==> config.mk <==
export PLATFORM = sky130hd
export DESIGN_NAME = morse_key_decoder_top_flat
export DESIGN_NICKNAME = d
export VERILOG_FILES = /design/src/rtl/core/mkd_pkg.sv /design/src/rtl/core/mkd_chan_if.sv /design/src/rtl/core/mkd_cfg_regs.sv /design/src/rtl/core/mkd_in_stage.sv /design/src/rtl/core/mkd_step.sv /design/src/rtl/core/mkd_out_stage.sv /design/src/rtl/core/morse_key_decoder_top.sv /design/src/flat_wrapper.sv
export SDC_FILE = /design/constraint.sdc
export NUM_CORES = 1
export LEC_CHECK = 0
export BUFFER_PORTS_ARGS = -buffer_cell sky130_fd_sc_hd__buf_2
export CAP_MARGIN = 5
export CELL_PAD_IN_SITES_DETAIL_PLACEMENT = 1
export CELL_PAD_IN_SITES_GLOBAL_PLACEMENT = 2
export CORE_MARGIN = 2
export CORE_UTILIZATION = 42
export CTS_CLUSTER_DIAMETER = 100
export DETAILED_ROUTE_END_ITERATION = 8
export HOLD_SLACK_MARGIN = 0.08
export PLACE_DENSITY = 0.93
export SYNTH_ARGS = -nofsm -noshare
export SYNTH_HDL_FRONTEND = slang
export SYNTH_SLANG_ARGS = --single-unit
==> constraint.sdc <==
create_clock -name clk -period 8.5 [get_ports clk]
set_input_delay 0.85 -clock clk [delete_from_list [all_inputs] [get_ports clk]]
set_output_delay 0.85 -clock clk [all_outputs]
set_load 0.02 [all_outputs]
==> src/rtl/core/mkd_pkg.sv <==
// shared types, constants and the letter lookup for the morse key decoder
`default_nettype none

package mkd_pkg;

  localparam int TIME_BITS   = 32;
  localparam int MAX_SYMBOLS = 15;
  localparam int SYM_CNT_W   = $clog2(MAX_SYMBOLS + 1);
  localparam int REG_W       = 16;
  localparam int CFG_IDX_W   = 3;

  typedef logic [TIME_BITS-1:0] time_t;
  typedef logic [REG_W-1:0]     reg_val_t;

  typedef enum logic [1:0] {
    OP_TICK        = 2'd0,
    OP_REMOTE_DOWN = 2'd1,
    OP_REMOTE_UP   = 2'd2,
    OP_NONE        = 2'd3
  } op_t;

  typedef enum logic [1:0] {
    LINK_FREE = 2'd0,
    LINK_TX   = 2'd1,
    LINK_RX   = 2'd2
  } link_t;

  typedef enum logic [CFG_IDX_W-1:0] {
    REG_DOT_LIMIT    = 3'd0,
    REG_DASH_LIMIT   = 3'd1,
    REG_MODE_HOLD    = 3'd2,
    REG_LETTER_GAP   = 3'd3,
    REG_IDLE_TIMEOUT = 3'd4
  } reg_idx_t;

  localparam logic       CHAN_TX = 1'b0;
  localparam logic       CHAN_RX = 1'b1;
  localparam logic [6:0] CH_DOT  = 7'h2E;
  localparam logic [6:0] CH_DASH = 7'h2D;

  typedef struct packed {
    reg_val_t dot_limit;
    reg_val_t dash_limit;
    reg_val_t mode_hold_ticks;
    reg_val_t letter_gap_ticks;
    reg_val_t idle_timeout_ticks;
  } cfg_t;

  typedef struct packed {
    logic [1:0] op;
    logic       local_key;
  } item_t;

  typedef struct packed {
    logic       buzzer;
    logic [1:0] link_state;
    logic       mode;
    logic       mode_changed;
    logic       send_down;
    logic       send_up;
    logic       emit_valid;
    logic       emit_channel;
    logic [6:0] emit_char;
    logic       unknown_letter;
  } result_t;

  // letters by dash pattern, bit i set when symbol i is a dash
  localparam logic [6:0] LET1 [2]  = '{7'd69, 7'd84};
  localparam logic [6:0] LET2 [4]  = '{7'd73, 7'd78, 7'd65, 7'd77};
  localparam logic [6:0] LET3 [8]  = '{7'd83, 7'd68, 7'd82, 7'd71,
                                       7'd85, 7'd75, 7'd87, 7'd79};
  localparam logic [6:0] LET4 [16] = '{7'd72, 7'd66, 7'd76, 7'd90,
                                       7'd70, 7'd67, 7'd80, 7'd0,
                                       7'd86, 7'd88, 7'd0,  7'd81,
                                       7'd0,  7'd89, 7'd74, 7'd0};

  // zero means no letter for this count and pattern
  function automatic logic [6:0] mkd_letter(input logic [SYM_CNT_W-1:0] cnt,
                                            input logic [3:0] pat);
    logic [6:0] c;
    c = '0;
    unique case (cnt)
      SYM_CNT_W'(1): c = LET1[pat[0]];
      SYM_CNT_W'(2): c = LET2[pat[1:0]];
      SYM_CNT_W'(3): c = LET3[pat[2:0]];
      SYM_CNT_W'(4): c = LET4[pat];
      default:       c = '0;
    endcase
    return c;
  endfunction

endpackage

`default_nettype wire

==> src/rtl/core/mkd_chan_if.sv <==
// valid/ready channel interfaces for key items and decoder results
`default_nettype none

interface mkd_in_if;
  logic       valid;
  logic       ready;
  logic [1:0] op;
  logic       local_key;

  modport source (output valid, output op, output local_key, input ready);
  modport sink   (input valid, input op, input local_key, output ready);
endinterface

interface mkd_out_if;
  logic       valid;
  logic       ready;
  logic       buzzer;
  logic [1:0] link_state;
  logic       mode;
  logic       mode_changed;
  logic       send_down;
  logic       send_up;
  logic       emit_valid;
  logic       emit_channel;
  logic [6:0] emit_char;
  logic       unknown_letter;

  modport source (output valid, output buzzer, output link_state, output mode,
                  output mode_changed, output send_down, output send_up,
                  output emit_valid, output emit_channel, output emit_char,
                  output unknown_letter, input ready);
  modport sink   (input valid, input buzzer, input link_state, input mode,
                  input mode_changed, input send_down, input send_up,
                  input emit_valid, input emit_channel, input emit_char,
                  input unknown_letter, output ready);
endinterface

`default_nettype wire

==> src/rtl/core/mkd_cfg_regs.sv <==
// timing threshold registers with their reset values
`default_nettype none

module mkd_cfg_regs
  import mkd_pkg::*;
(
  input  logic                 clk,
  input  logic                 rst_n,
  input  logic                 cfg_we,
  input  logic [CFG_IDX_W-1:0] cfg_index,
  input  reg_val_t             cfg_data,
  output cfg_t                 cfg_o
);

  cfg_t cfg_r;
  cfg_t cfg_nxt;

  always_comb begin
    cfg_nxt = cfg_r;
    if (cfg_we) begin
      unique case (cfg_index)
        REG_DOT_LIMIT:    cfg_nxt.dot_limit          = cfg_data;
        REG_DASH_LIMIT:   cfg_nxt.dash_limit         = cfg_data;
        REG_MODE_HOLD:    cfg_nxt.mode_hold_ticks    = cfg_data;
        REG_LETTER_GAP:   cfg_nxt.letter_gap_ticks   = cfg_data;
        REG_IDLE_TIMEOUT: cfg_nxt.idle_timeout_ticks = cfg_data;
        default:          cfg_nxt = cfg_r;
      endcase
    end
  end

  always_ff @(posedge clk) begin
    if (!rst_n) begin
      cfg_r.dot_limit          <= REG_W'(200);
      cfg_r.dash_limit         <= REG_W'(600);
      cfg_r.mode_hold_ticks    <= REG_W'(2000);
      cfg_r.letter_gap_ticks   <= REG_W'(800);
      cfg_r.idle_timeout_ticks <= REG_W'(3000);
    end else begin
      cfg_r <= cfg_nxt;
    end
  end

  assign cfg_o = cfg_r;

endmodule

`default_nettype wire

==> src/rtl/core/mkd_in_stage.sv <==
// input register for key and remote event transactions
`default_nettype none

module mkd_in_stage
  import mkd_pkg::*;
(
  input  logic   clk,
  input  logic   rst_n,
  mkd_in_if.sink in_chan,
  input  logic   take_i,
  output logic   item_valid_o,
  output item_t  item_o
);

  logic  valid_r;
  item_t item_r;
  logic  load;

  assign in_chan.ready = !valid_r || take_i;
  assign load          = in_chan.valid && in_chan.ready;

  always_ff @(posedge clk) begin
    if (!rst_n) begin
      valid_r <= 1'b0;
    end else if (load) begin
      valid_r <= 1'b1;
    end else if (take_i) begin
      valid_r <= 1'b0;
    end
  end

  always_ff @(posedge clk) begin
    if (load) begin
      item_r.op        <= in_chan.op;
      item_r.local_key <= in_chan.local_key;
    end
  end

  assign item_valid_o = valid_r;
  assign item_o       = item_r;

endmodule

`default_nettype wire

==> src/rtl/core/mkd_step.sv <==
// key timing state and the per-transaction decode step
`default_nettype none

module mkd_step
  import mkd_pkg::*;
(
  input  logic    clk,
  input  logic    rst_n,
  input  cfg_t    cfg_i,
  input  logic    fire_i,
  input  item_t   item_i,
  output result_t result_o
);

  time_t                tick_now_r, tick_now_nxt;
  time_t                tick_next_r, tick_next_nxt;
  time_t                press_begin_r, press_begin_nxt;
  time_t                release_time_r, release_time_nxt;
  time_t                far_press_begin_r, far_press_begin_nxt;
  time_t                activity_time_r, activity_time_nxt;
  logic                 key_down_r, key_down_nxt;
  logic                 far_key_down_r, far_key_down_nxt;
  logic                 switching_r, switching_nxt;
  logic                 mode_r, mode_nxt;
  logic                 buzzer_r, buzzer_nxt;
  link_t                link_r, link_nxt;
  logic [SYM_CNT_W-1:0] sym_count_r, sym_count_nxt;
  logic [3:0]           sym_pattern_r, sym_pattern_nxt;

  // elapsed times; local ones use the advanced tick
  time_t press_dur;
  time_t gap_dur;
  time_t idle_dur;
  time_t far_dur;
  time_t dot_lim, dash_lim, hold_lim, gap_lim, idle_lim;

  logic       finish;
  logic       push;
  logic       push_dash;
  logic [6:0] letter;
  result_t    res;

  assign dot_lim  = TIME_BITS'(cfg_i.dot_limit);
  assign dash_lim = TIME_BITS'(cfg_i.dash_limit);
  assign hold_lim = TIME_BITS'(cfg_i.mode_hold_ticks);
  assign gap_lim  = TIME_BITS'(cfg_i.letter_gap_ticks);
  assign idle_lim = TIME_BITS'(cfg_i.idle_timeout_ticks);

  assign press_dur = tick_next_r - press_begin_r;
  assign gap_dur   = tick_next_r - release_time_r;
  assign idle_dur  = tick_next_r - activity_time_r;
  assign far_dur   = tick_now_r - far_press_begin_r;

  assign letter = mkd_letter(sym_count_r, sym_pattern_r);

  always_comb begin
    tick_now_nxt        = tick_now_r;
    tick_next_nxt       = tick_next_r;
    press_begin_nxt     = press_begin_r;
    release_time_nxt    = release_time_r;
    far_press_begin_nxt = far_press_begin_r;
    activity_time_nxt   = activity_time_r;
    key_down_nxt        = key_down_r;
    far_key_down_nxt    = far_key_down_r;
    switching_nxt       = switching_r;
    mode_nxt            = mode_r;
    buzzer_nxt          = buzzer_r;
    link_nxt            = link_r;
    sym_count_nxt       = sym_count_r;
    sym_pattern_nxt     = sym_pattern_r;
    finish              = 1'b0;
    push                = 1'b0;
    push_dash           = 1'b0;
    res                 = '0;

    case (item_i.op)
      OP_TICK: begin
        tick_now_nxt  = tick_next_r;
        tick_next_nxt = tick_next_r + TIME_BITS'(1);
        if (item_i.local_key) begin
          if (!key_down_r) begin
            press_begin_nxt = tick_next_r;
            key_down_nxt    = 1'b1;
            if (link_r != LINK_RX) begin
              buzzer_nxt        = 1'b1;
              res.send_down     = 1'b1;
              link_nxt          = LINK_TX;
              activity_time_nxt = tick_next_r;
            end
          end else if (!switching_r && press_dur >= hold_lim) begin
            switching_nxt    = 1'b1;
            mode_nxt         = !mode_r;
            res.mode_changed = 1'b1;
          end
        end else if (switching_r) begin
          // release that ends a mode toggle hold
          switching_nxt = 1'b0;
          key_down_nxt  = 1'b0;
        end else if (key_down_r) begin
          key_down_nxt     = 1'b0;
          release_time_nxt = tick_next_r;
          buzzer_nxt       = 1'b0;
          if (link_r != LINK_RX) begin
            res.send_up       = 1'b1;
            activity_time_nxt = tick_next_r;
            if (press_dur < hold_lim) begin
              if (press_dur > dash_lim) begin
                finish   = 1'b1;
                link_nxt = LINK_TX;
              end else begin
                push      = 1'b1;
                push_dash = press_dur >= dot_lim;
                link_nxt  = LINK_TX;
              end
            end
          end
        end else begin
          if (sym_count_r != '0 && gap_dur >= gap_lim) begin
            finish = 1'b1;
          end
          if (link_r != LINK_FREE && idle_dur >= idle_lim) begin
            link_nxt   = LINK_FREE;
            buzzer_nxt = 1'b0;
          end
        end
      end
      OP_REMOTE_DOWN: begin
        if (!far_key_down_r) begin
          far_key_down_nxt    = 1'b1;
          far_press_begin_nxt = tick_now_r;
          buzzer_nxt          = 1'b1;
          link_nxt            = LINK_RX;
          activity_time_nxt   = tick_now_r;
        end
      end
      OP_REMOTE_UP: begin
        if (far_key_down_r) begin
          far_key_down_nxt    = 1'b0;
          far_press_begin_nxt = '0;
          buzzer_nxt          = 1'b0;
          activity_time_nxt   = tick_now_r;
          if (far_dur <= dash_lim) begin
            res.emit_valid   = 1'b1;
            res.emit_channel = CHAN_RX;
            res.emit_char    = (far_dur < dot_lim) ? CH_DOT : CH_DASH;
            link_nxt         = LINK_RX;
            release_time_nxt = tick_now_r;
          end
        end
      end
      default: ;
    endcase

    // letter end: decode in didactic mode and clear the symbol store
    // an empty store has no letter to end
    if (finish && sym_count_r != '0) begin
      if (!mode_r) begin
        if (letter != '0) begin
          res.emit_valid   = 1'b1;
          res.emit_channel = CHAN_TX;
          res.emit_char    = letter;
        end else begin
          res.unknown_letter = 1'b1;
        end
      end
      sym_count_nxt   = '0;
      sym_pattern_nxt = '0;
    end

    // new local symbol
    if (push) begin
      if (sym_count_r < SYM_CNT_W'(MAX_SYMBOLS)) begin
        if (sym_count_r < SYM_CNT_W'(4) && push_dash) begin
          sym_pattern_nxt[sym_count_r[1:0]] = 1'b1;
        end
        sym_count_nxt = sym_count_r + SYM_CNT_W'(1);
      end
      if (mode_r) begin
        res.emit_valid   = 1'b1;
        res.emit_channel = CHAN_TX;
        res.emit_char    = push_dash ? CH_DASH : CH_DOT;
      end
    end

    res.buzzer     = buzzer_nxt;
    res.link_state = link_nxt;
    res.mode       = mode_nxt;
  end

  always_ff @(posedge clk) begin
    if (!rst_n) begin
      tick_now_r        <= '0;
      tick_next_r       <= TIME_BITS'(1);
      press_begin_r     <= '0;
      release_time_r    <= '0;
      far_press_begin_r <= '0;
      activity_time_r   <= '0;
      key_down_r        <= 1'b0;
      far_key_down_r    <= 1'b0;
      switching_r       <= 1'b0;
      mode_r            <= 1'b0;
      buzzer_r          <= 1'b0;
      link_r            <= LINK_FREE;
      sym_count_r       <= '0;
      sym_pattern_r     <= '0;
    end else if (fire_i) begin
      tick_now_r        <= tick_now_nxt;
      tick_next_r       <= tick_next_nxt;
      press_begin_r     <= press_begin_nxt;
      release_time_r    <= release_time_nxt;
      far_press_begin_r <= far_press_begin_nxt;
      activity_time_r   <= activity_time_nxt;
      key_down_r        <= key_down_nxt;
      far_key_down_r    <= far_key_down_nxt;
      switching_r       <= switching_nxt;
      mode_r            <= mode_nxt;
      buzzer_r          <= buzzer_nxt;
      link_r            <= link_nxt;
      sym_count_r       <= sym_count_nxt;
      sym_pattern_r     <= sym_pattern_nxt;
    end
  end

  assign result_o = res;

endmodule

`default_nettype wire

==> src/rtl/core/mkd_out_stage.sv <==
// result register driving the output channel
`default_nettype none

module mkd_out_stage
  import mkd_pkg::*;
(
  input  logic       clk,
  input  logic       rst_n,
  input  logic       load_i,
  input  result_t    result_i,
  output logic       can_load_o,
  mkd_out_if.source  out_chan
);

  logic    valid_r;
  result_t result_r;

  assign can_load_o = !valid_r || out_chan.ready;

  always_ff @(posedge clk) begin
    if (!rst_n) begin
      valid_r <= 1'b0;
    end else if (load_i) begin
      valid_r <= 1'b1;
    end else if (out_chan.ready) begin
      valid_r <= 1'b0;
    end
  end

  always_ff @(posedge clk) begin
    if (load_i) begin
      result_r <= result_i;
    end
  end

  assign out_chan.valid          = valid_r;
  assign out_chan.buzzer         = result_r.buzzer;
  assign out_chan.link_state     = result_r.link_state;
  assign out_chan.mode           = result_r.mode;
  assign out_chan.mode_changed   = result_r.mode_changed;
  assign out_chan.send_down      = result_r.send_down;
  assign out_chan.send_up        = result_r.send_up;
  assign out_chan.emit_valid     = result_r.emit_valid;
  assign out_chan.emit_channel   = result_r.emit_channel;
  assign out_chan.emit_char      = result_r.emit_char;
  assign out_chan.unknown_letter = result_r.unknown_letter;

endmodule

`default_nettype wire

==> src/rtl/core/morse_key_decoder_top.sv <==
// top level of the morse key timer and letter decoder
//
// in_chan carries one transaction per local key tick (op tick with the key
// level) or per remote key down/up event. out_chan returns exactly one result
// transaction for each input transaction, in order: buzzer, link state, mode,
// the send down/up strobes, an optional emitted character and the unknown
// letter flag.
// cfg_we/cfg_index/cfg_data write the five 16-bit timing thresholds; an index
// beyond the last register is dropped. write only while the block is idle.
// a transaction accepted into the input register is decoded once the result
// register is free and loaded into it; the result register drives out_chan.
// throughput: one transaction per cycle unless the receiver stalls; the whole
// step is one pass of compares and a small letter table between the input and
// result registers. when the receiver stalls, the result register holds its
// transaction and the input register takes one more; then in_chan.ready drops.
// reset (rst_n low, synchronous) clears all timers, the link to free, the
// mode to didactic, the symbol store, both stage valids, and loads the
// default thresholds.
`default_nettype none

module morse_key_decoder_top
  import mkd_pkg::*;
(
  input  logic                 clk,
  input  logic                 rst_n,
  mkd_in_if.sink               in_chan,
  mkd_out_if.source            out_chan,
  input  logic                 cfg_we,
  input  logic [CFG_IDX_W-1:0] cfg_index,
  input  reg_val_t             cfg_data
);

  cfg_t    cfg;
  item_t   item;
  logic    item_valid;
  logic    can_load;
  logic    fire;
  result_t result;

  // a decode step runs when an item waits and the result slot is free
  assign fire = item_valid && can_load;

  mkd_cfg_regs u_cfg (
    .clk       (clk),
    .rst_n     (rst_n),
    .cfg_we    (cfg_we),
    .cfg_index (cfg_index),
    .cfg_data  (cfg_data),
    .cfg_o     (cfg)
  );

  mkd_in_stage u_in (
    .clk          (clk),
    .rst_n        (rst_n),
    .in_chan      (in_chan),
    .take_i       (fire),
    .item_valid_o (item_valid),
    .item_o       (item)
  );

  mkd_step u_step (
    .clk      (clk),
    .rst_n    (rst_n),
    .cfg_i    (cfg),
    .fire_i   (fire),
    .item_i   (item),
    .result_o (result)
  );

  mkd_out_stage u_out (
    .clk        (clk),
    .rst_n      (rst_n),
    .load_i     (fire),
    .result_i   (result),
    .can_load_o (can_load),
    .out_chan   (out_chan)
  );

endmodule

`default_nettype wire

==> src/flat_wrapper.sv <==
// flat-port wrapper written by rule: the top's interface ports become plain ports
module morse_key_decoder_top_flat import mkd_pkg::*;
  (clk, rst_n, cfg_we, cfg_index, cfg_data, in_chan_valid, in_chan_op, in_chan_local_key, in_chan_ready, out_chan_valid, out_chan_buzzer, out_chan_link_state, out_chan_mode, out_chan_mode_changed, out_chan_send_down, out_chan_send_up, out_chan_emit_valid, out_chan_emit_channel, out_chan_emit_char, out_chan_unknown_letter, out_chan_ready);
  mkd_in_if in_chan_i ();
  mkd_out_if out_chan_i ();
  input  logic clk;
  input  logic rst_n;
  input  logic cfg_we;
  input  logic [CFG_IDX_W-1:0] cfg_index;
  input  reg_val_t cfg_data;
  input wire logic [$bits(in_chan_i.valid)-1:0] in_chan_valid;
  input wire logic [$bits(in_chan_i.op)-1:0] in_chan_op;
  input wire logic [$bits(in_chan_i.local_key)-1:0] in_chan_local_key;
  output wire logic [$bits(in_chan_i.ready)-1:0] in_chan_ready;
  output wire logic [$bits(out_chan_i.valid)-1:0] out_chan_valid;
  output wire logic [$bits(out_chan_i.buzzer)-1:0] out_chan_buzzer;
  output wire logic [$bits(out_chan_i.link_state)-1:0] out_chan_link_state;
  output wire logic [$bits(out_chan_i.mode)-1:0] out_chan_mode;
  output wire logic [$bits(out_chan_i.mode_changed)-1:0] out_chan_mode_changed;
  output wire logic [$bits(out_chan_i.send_down)-1:0] out_chan_send_down;
  output wire logic [$bits(out_chan_i.send_up)-1:0] out_chan_send_up;
  output wire logic [$bits(out_chan_i.emit_valid)-1:0] out_chan_emit_valid;
  output wire logic [$bits(out_chan_i.emit_channel)-1:0] out_chan_emit_channel;
  output wire logic [$bits(out_chan_i.emit_char)-1:0] out_chan_emit_char;
  output wire logic [$bits(out_chan_i.unknown_letter)-1:0] out_chan_unknown_letter;
  input wire logic [$bits(out_chan_i.ready)-1:0] out_chan_ready;
  assign in_chan_i.valid = in_chan_valid;
  assign in_chan_i.op = in_chan_op;
  assign in_chan_i.local_key = in_chan_local_key;
  assign in_chan_ready = in_chan_i.ready;
  assign out_chan_valid = out_chan_i.valid;
  assign out_chan_buzzer = out_chan_i.buzzer;
  assign out_chan_link_state = out_chan_i.link_state;
  assign out_chan_mode = out_chan_i.mode;
  assign out_chan_mode_changed = out_chan_i.mode_changed;
  assign out_chan_send_down = out_chan_i.send_down;
  assign out_chan_send_up = out_chan_i.send_up;
  assign out_chan_emit_valid = out_chan_i.emit_valid;
  assign out_chan_emit_channel = out_chan_i.emit_channel;
  assign out_chan_emit_char = out_chan_i.emit_char;
  assign out_chan_unknown_letter = out_chan_i.unknown_letter;
  assign out_chan_i.ready = out_chan_ready;
  morse_key_decoder_top u_core (.clk(clk), .rst_n(rst_n), .in_chan(in_chan_i), .out_chan(out_chan_i), .cfg_we(cfg_we), .cfg_index(cfg_index), .cfg_data(cfg_data));
endmodule
==> results.json <==
{
  "place_area_mm2": 0.02423,
  "synth_compound_area_share_pct": 24.17,
  "outcome": "complete, no violations",
  "synth_edf_count": 20,
  "ys_ff_latch": 309,
  "die_w_um": 240.5,
  "vdd_ir_drop_max_mv": 0.1324,
  "fillers": 6751,
  "netlist_instances": 3093,
  "path_delay_family": "compound AO/OA/AOI/OAI gates",
  "syn_area_mm2": 0.02348,
  "seq_area_frac_synth_pct": 27.20,
  "slew_headroom_pct": 17.39,
  "post_cts_buffers": 0,
  "rsz0062_at_grt": "false",
  "clock_sinks": 309,
  "async_reset_ff_share_pct": 0,
  "final_common_cell": "nand2_1",
  "via_count": 22820,
  "layout_common_cells": "nand2_1 (445), a21oi_1 (368), dfxtp_1 (289)",
  "clockRootBuffer": "clkbuf_16",
  "clock-skew-final_ns": 0.02596,
  "ctsHoldBuffers": 0,
  "synthAdderAreaFrac_pct": 13.61,
  "cts_made_buffers": 38,
  "period_share_pct": 74.12,
  "synthMuxAreaShare_pct": 3.469,
  "p_leak_nw": 10.63,
  "criticalPathCategory": "register to register",
  "fin_tns_setup_ns": 0,
  "grt_pass1_wl_um": 133700,
  "cts_tree": "done",
  "min_period_ns": 6.300,
  "drc": 0,
  "clock_path_buffers": 3,
  "drt_iter0_markers": 1508,
  "gr-total-overflow": 0,
  "hold_path_class": "primary input to register",
  "start_util_pct": 42.54,
  "coreArea_mm2": 0.05520,
  "maxCapViolations": 0,
  "max_freq_mhz": 158.7,
  "max_stage_delay_ns": 0.70,
  "synth_area_per_cell_um2": 7.592,
  "hpwl_um": 65820,
  "cp_cell_sequence": "inv_1 -> fa_1 -> nor2b_1 -> o2111ai_1 -> a21oi_1 -> nor2_1 -> o21ai_0 -> xor2_1 -> ha_1 -> a21oi_1 -> nor2b_1 -> nor2_1 -> nand4b_1 -> nor4_1 -> nand4b_1 -> nor4_4 -> a21oi_2 -> a2111o_1 -> a2bb2oi_1",
  "num_rows": 86,
  "routed_wl_um": 86450,
  "syn-num-nets": 3373,
  "antenna_found_initial": 0,
  "yosys.area_share.simple_pct": 20.30,
  "synthDistinctLibCells": 94,
  "fp.dieArea_mm2": 0.05782,
  "die_h_um": 240.5,
  "ant_nets": 0,
  "place_congestion": 0.9030,
  "post_cts_resized": 0,
  "syn_to_final_growth_pct": 8.914,
  "hold_violations": 0,
  "worstSetupStartpoint": "u_core.u_step.tick_next_r[1]",
  "post_drt_via_cell_ratio": 5.988,
  "yosys_warnings": 0,
  "setup_violations": 0,
  "synthFlopType": "dfxtp_1",
  "worstReg2RegStart": "u_core.u_step.tick_next_r[1]",
  "tightestPinTransition_ns": 1.223,
  "synth_xor_area_share_pct": 4.513,
  "port_buffers": 45,
  "cp.arrival_ns": 6.59,
  "slowest_stage": "dfxtp_1",
  "required_ns": 8.79,
  "synth_top_family_by_area": "compound AO/OA/AOI/OAI gates",
  "cp-end-kind": "register",
  "crit_buf_inv": 1,
  "worstHoldStart": "in_chan_op[0]",
  "ios": 46,
  "wl_per_cell_um": 22.68,
  "gr-usage-all-layers_pct": 29.75,
  "p_per_area_mw_per_mm2": 154.9,
  "first_global_vias": 23060,
  "clk_pin_slew_ns": 0.06,
  "stdcell_area_mm2": 0.02557,
  "cp_max_fo": 11,
  "grt_max_degree": 100,
  "drive_gt1_share_pct": 5.879,
  "slew_violations": 0,
  "htreeDepth": 2,
  "nets": 3315,
  "worst_setup_path_start_kind": "register",
  "drtPass1Iterations": 5,
  "clkLatencyLatePin_ns": 0.58
}
## cell usage after synthesis (12+ instances only)
master | count | area share, %
nand2_1 | 446 | 7.1
a21oi_1 | 369 | 7.9
dfxtp_1 | 289 | 25
ha_1 | 249 | 13
inv_1 | 244 | 3.9
nor2_1 | 219 | 3.5
clkbuf_1 | 152 | 2.4
o21ai_0 | 116 | 2.5
mux2i_1 | 78 | 3.3
nand3_1 | 77 | 1.6
a21o_1 | 64 | 2.0
a211oi_1 | 61 | 2.0
xor2_1 | 61 | 2.3
xnor2_1 | 60 | 2.2
nand4_1 | 56 | 1.5
o211ai_1 | 50 | 1.6
nor3_1 | 43 | 0.92
a311oi_1 | 36 | 1.3
nor3b_1 | 34 | 1.1
o21a_1 | 31 | 0.99
nor2b_1 | 25 | 0.67
and3_1 | 20 | 0.53
edfxtp_1 | 20 | 2.6
and2_1 | 18 | 0.48
nand2b_1 | 18 | 0.48
a21boi_0 | 13 | 0.42
nor4_1 | 12 | 0.32
o2111ai_1 | 12 | 0.45
or3_1 | 12 | 0.32
## state kept, by name, summed over array words and instances, names as in the netlist, 2 cells and up
signal / count
u_core.u_step.tick_now_r: 32
u_core.u_step.release_time_r: 32
u_core.u_cfg.cfg_o: 80
u_core.u_step.sym_pattern_r: 4
u_core.u_step.sym_count_r: 4
u_core.u_step.far_press_begin_r: 32
u_core.u_out.out_chan.emit_char: 7
u_core.u_step.tick_next_r: 32
u_core.u_step.press_begin_r: 32
u_core.u_out.out_chan.link_state: 2
u_core.u_step.link_r: 2
u_core.u_step.activity_time_r: 32
u_core.u_in.item_o: 3
## routing by layer
metal / GRT usage [%] / up-vias / wire, um
li1: - / 10880 / -
met1: 40.05 / 11380 / 39730
met2: 49.35 / 424 / 40150
met3: 3.180 / 138 / 3671
met4: 10.16 / 0 / 2898
met5: 0 / - / 0
## layout make-up
cell class	instances	area, um^2	share of cell area (%)
Clock buffer	52	1095	4.281
Timing Repair Buffer	71	420.4	1.644
Tap cell	748	935.9	3.659
Clock inverter	15	240.2	0.9393
Sequential cell	309	6386	24.97
Inverter	245	927.1	3.625
Multi-Input combinational cell	2370	15570	60.87
Antenna cell	1	2.502	0.009785
## metrics by stage
stage | util, % | instances | hold slack [ns] | power [mW] | worst slack (ns)
2_1_floorplan | - | 3093 | 0.4363 | 1.999 | 3.648
3_3_place_gp | 43.89 | 3742 | 0.4415 | 2.174 | 2.472
4_1_cts | 46.31 | 3809 | 0.4204 | 3.984 | 2.269
6_report | 46.33 | 3811 | 0.4449 | 3.962 | 2.200
3_5_place_dp | 43.89 | 3742 | 0.4476 | 2.195 | 2.310
5_1_grt | 46.33 | 3810 | 0.4316 | 4.119 | 1.826
## worst paths after layout
kind / end / slack (ns) / cells past startpoint
worst max-delay path: u_core.u_out.out_chan.emit_char[2] / 2.20 / 19
worst max register to register: u_core.u_out.out_chan.emit_char[2] / 2.20 / 19
worst min-delay path: u_core.u_in.item_o[1] / 0.44 / 1
worst min register to register: u_core.u_cfg.cfg_o[26] / 0.44 / 2
## where the power goes
group	switching, mW	total (mW)	internal [mW]
combinational	0.421	0.661	0.240
clock	0.701	1.78	1.08
sequential	0.0206	1.52	1.50
## cell families after synthesis
family | count (synthesis)
AO/OA/AOI/OAI | 889
multiplexers | 80
AND/OR/NAND/NOR | 1027
buffers and inverters | 414
adder cells (fa/ha/maj) | 253
XOR/XNOR | 121
flip-flops | 309
(Power assumes the default switching activity.)
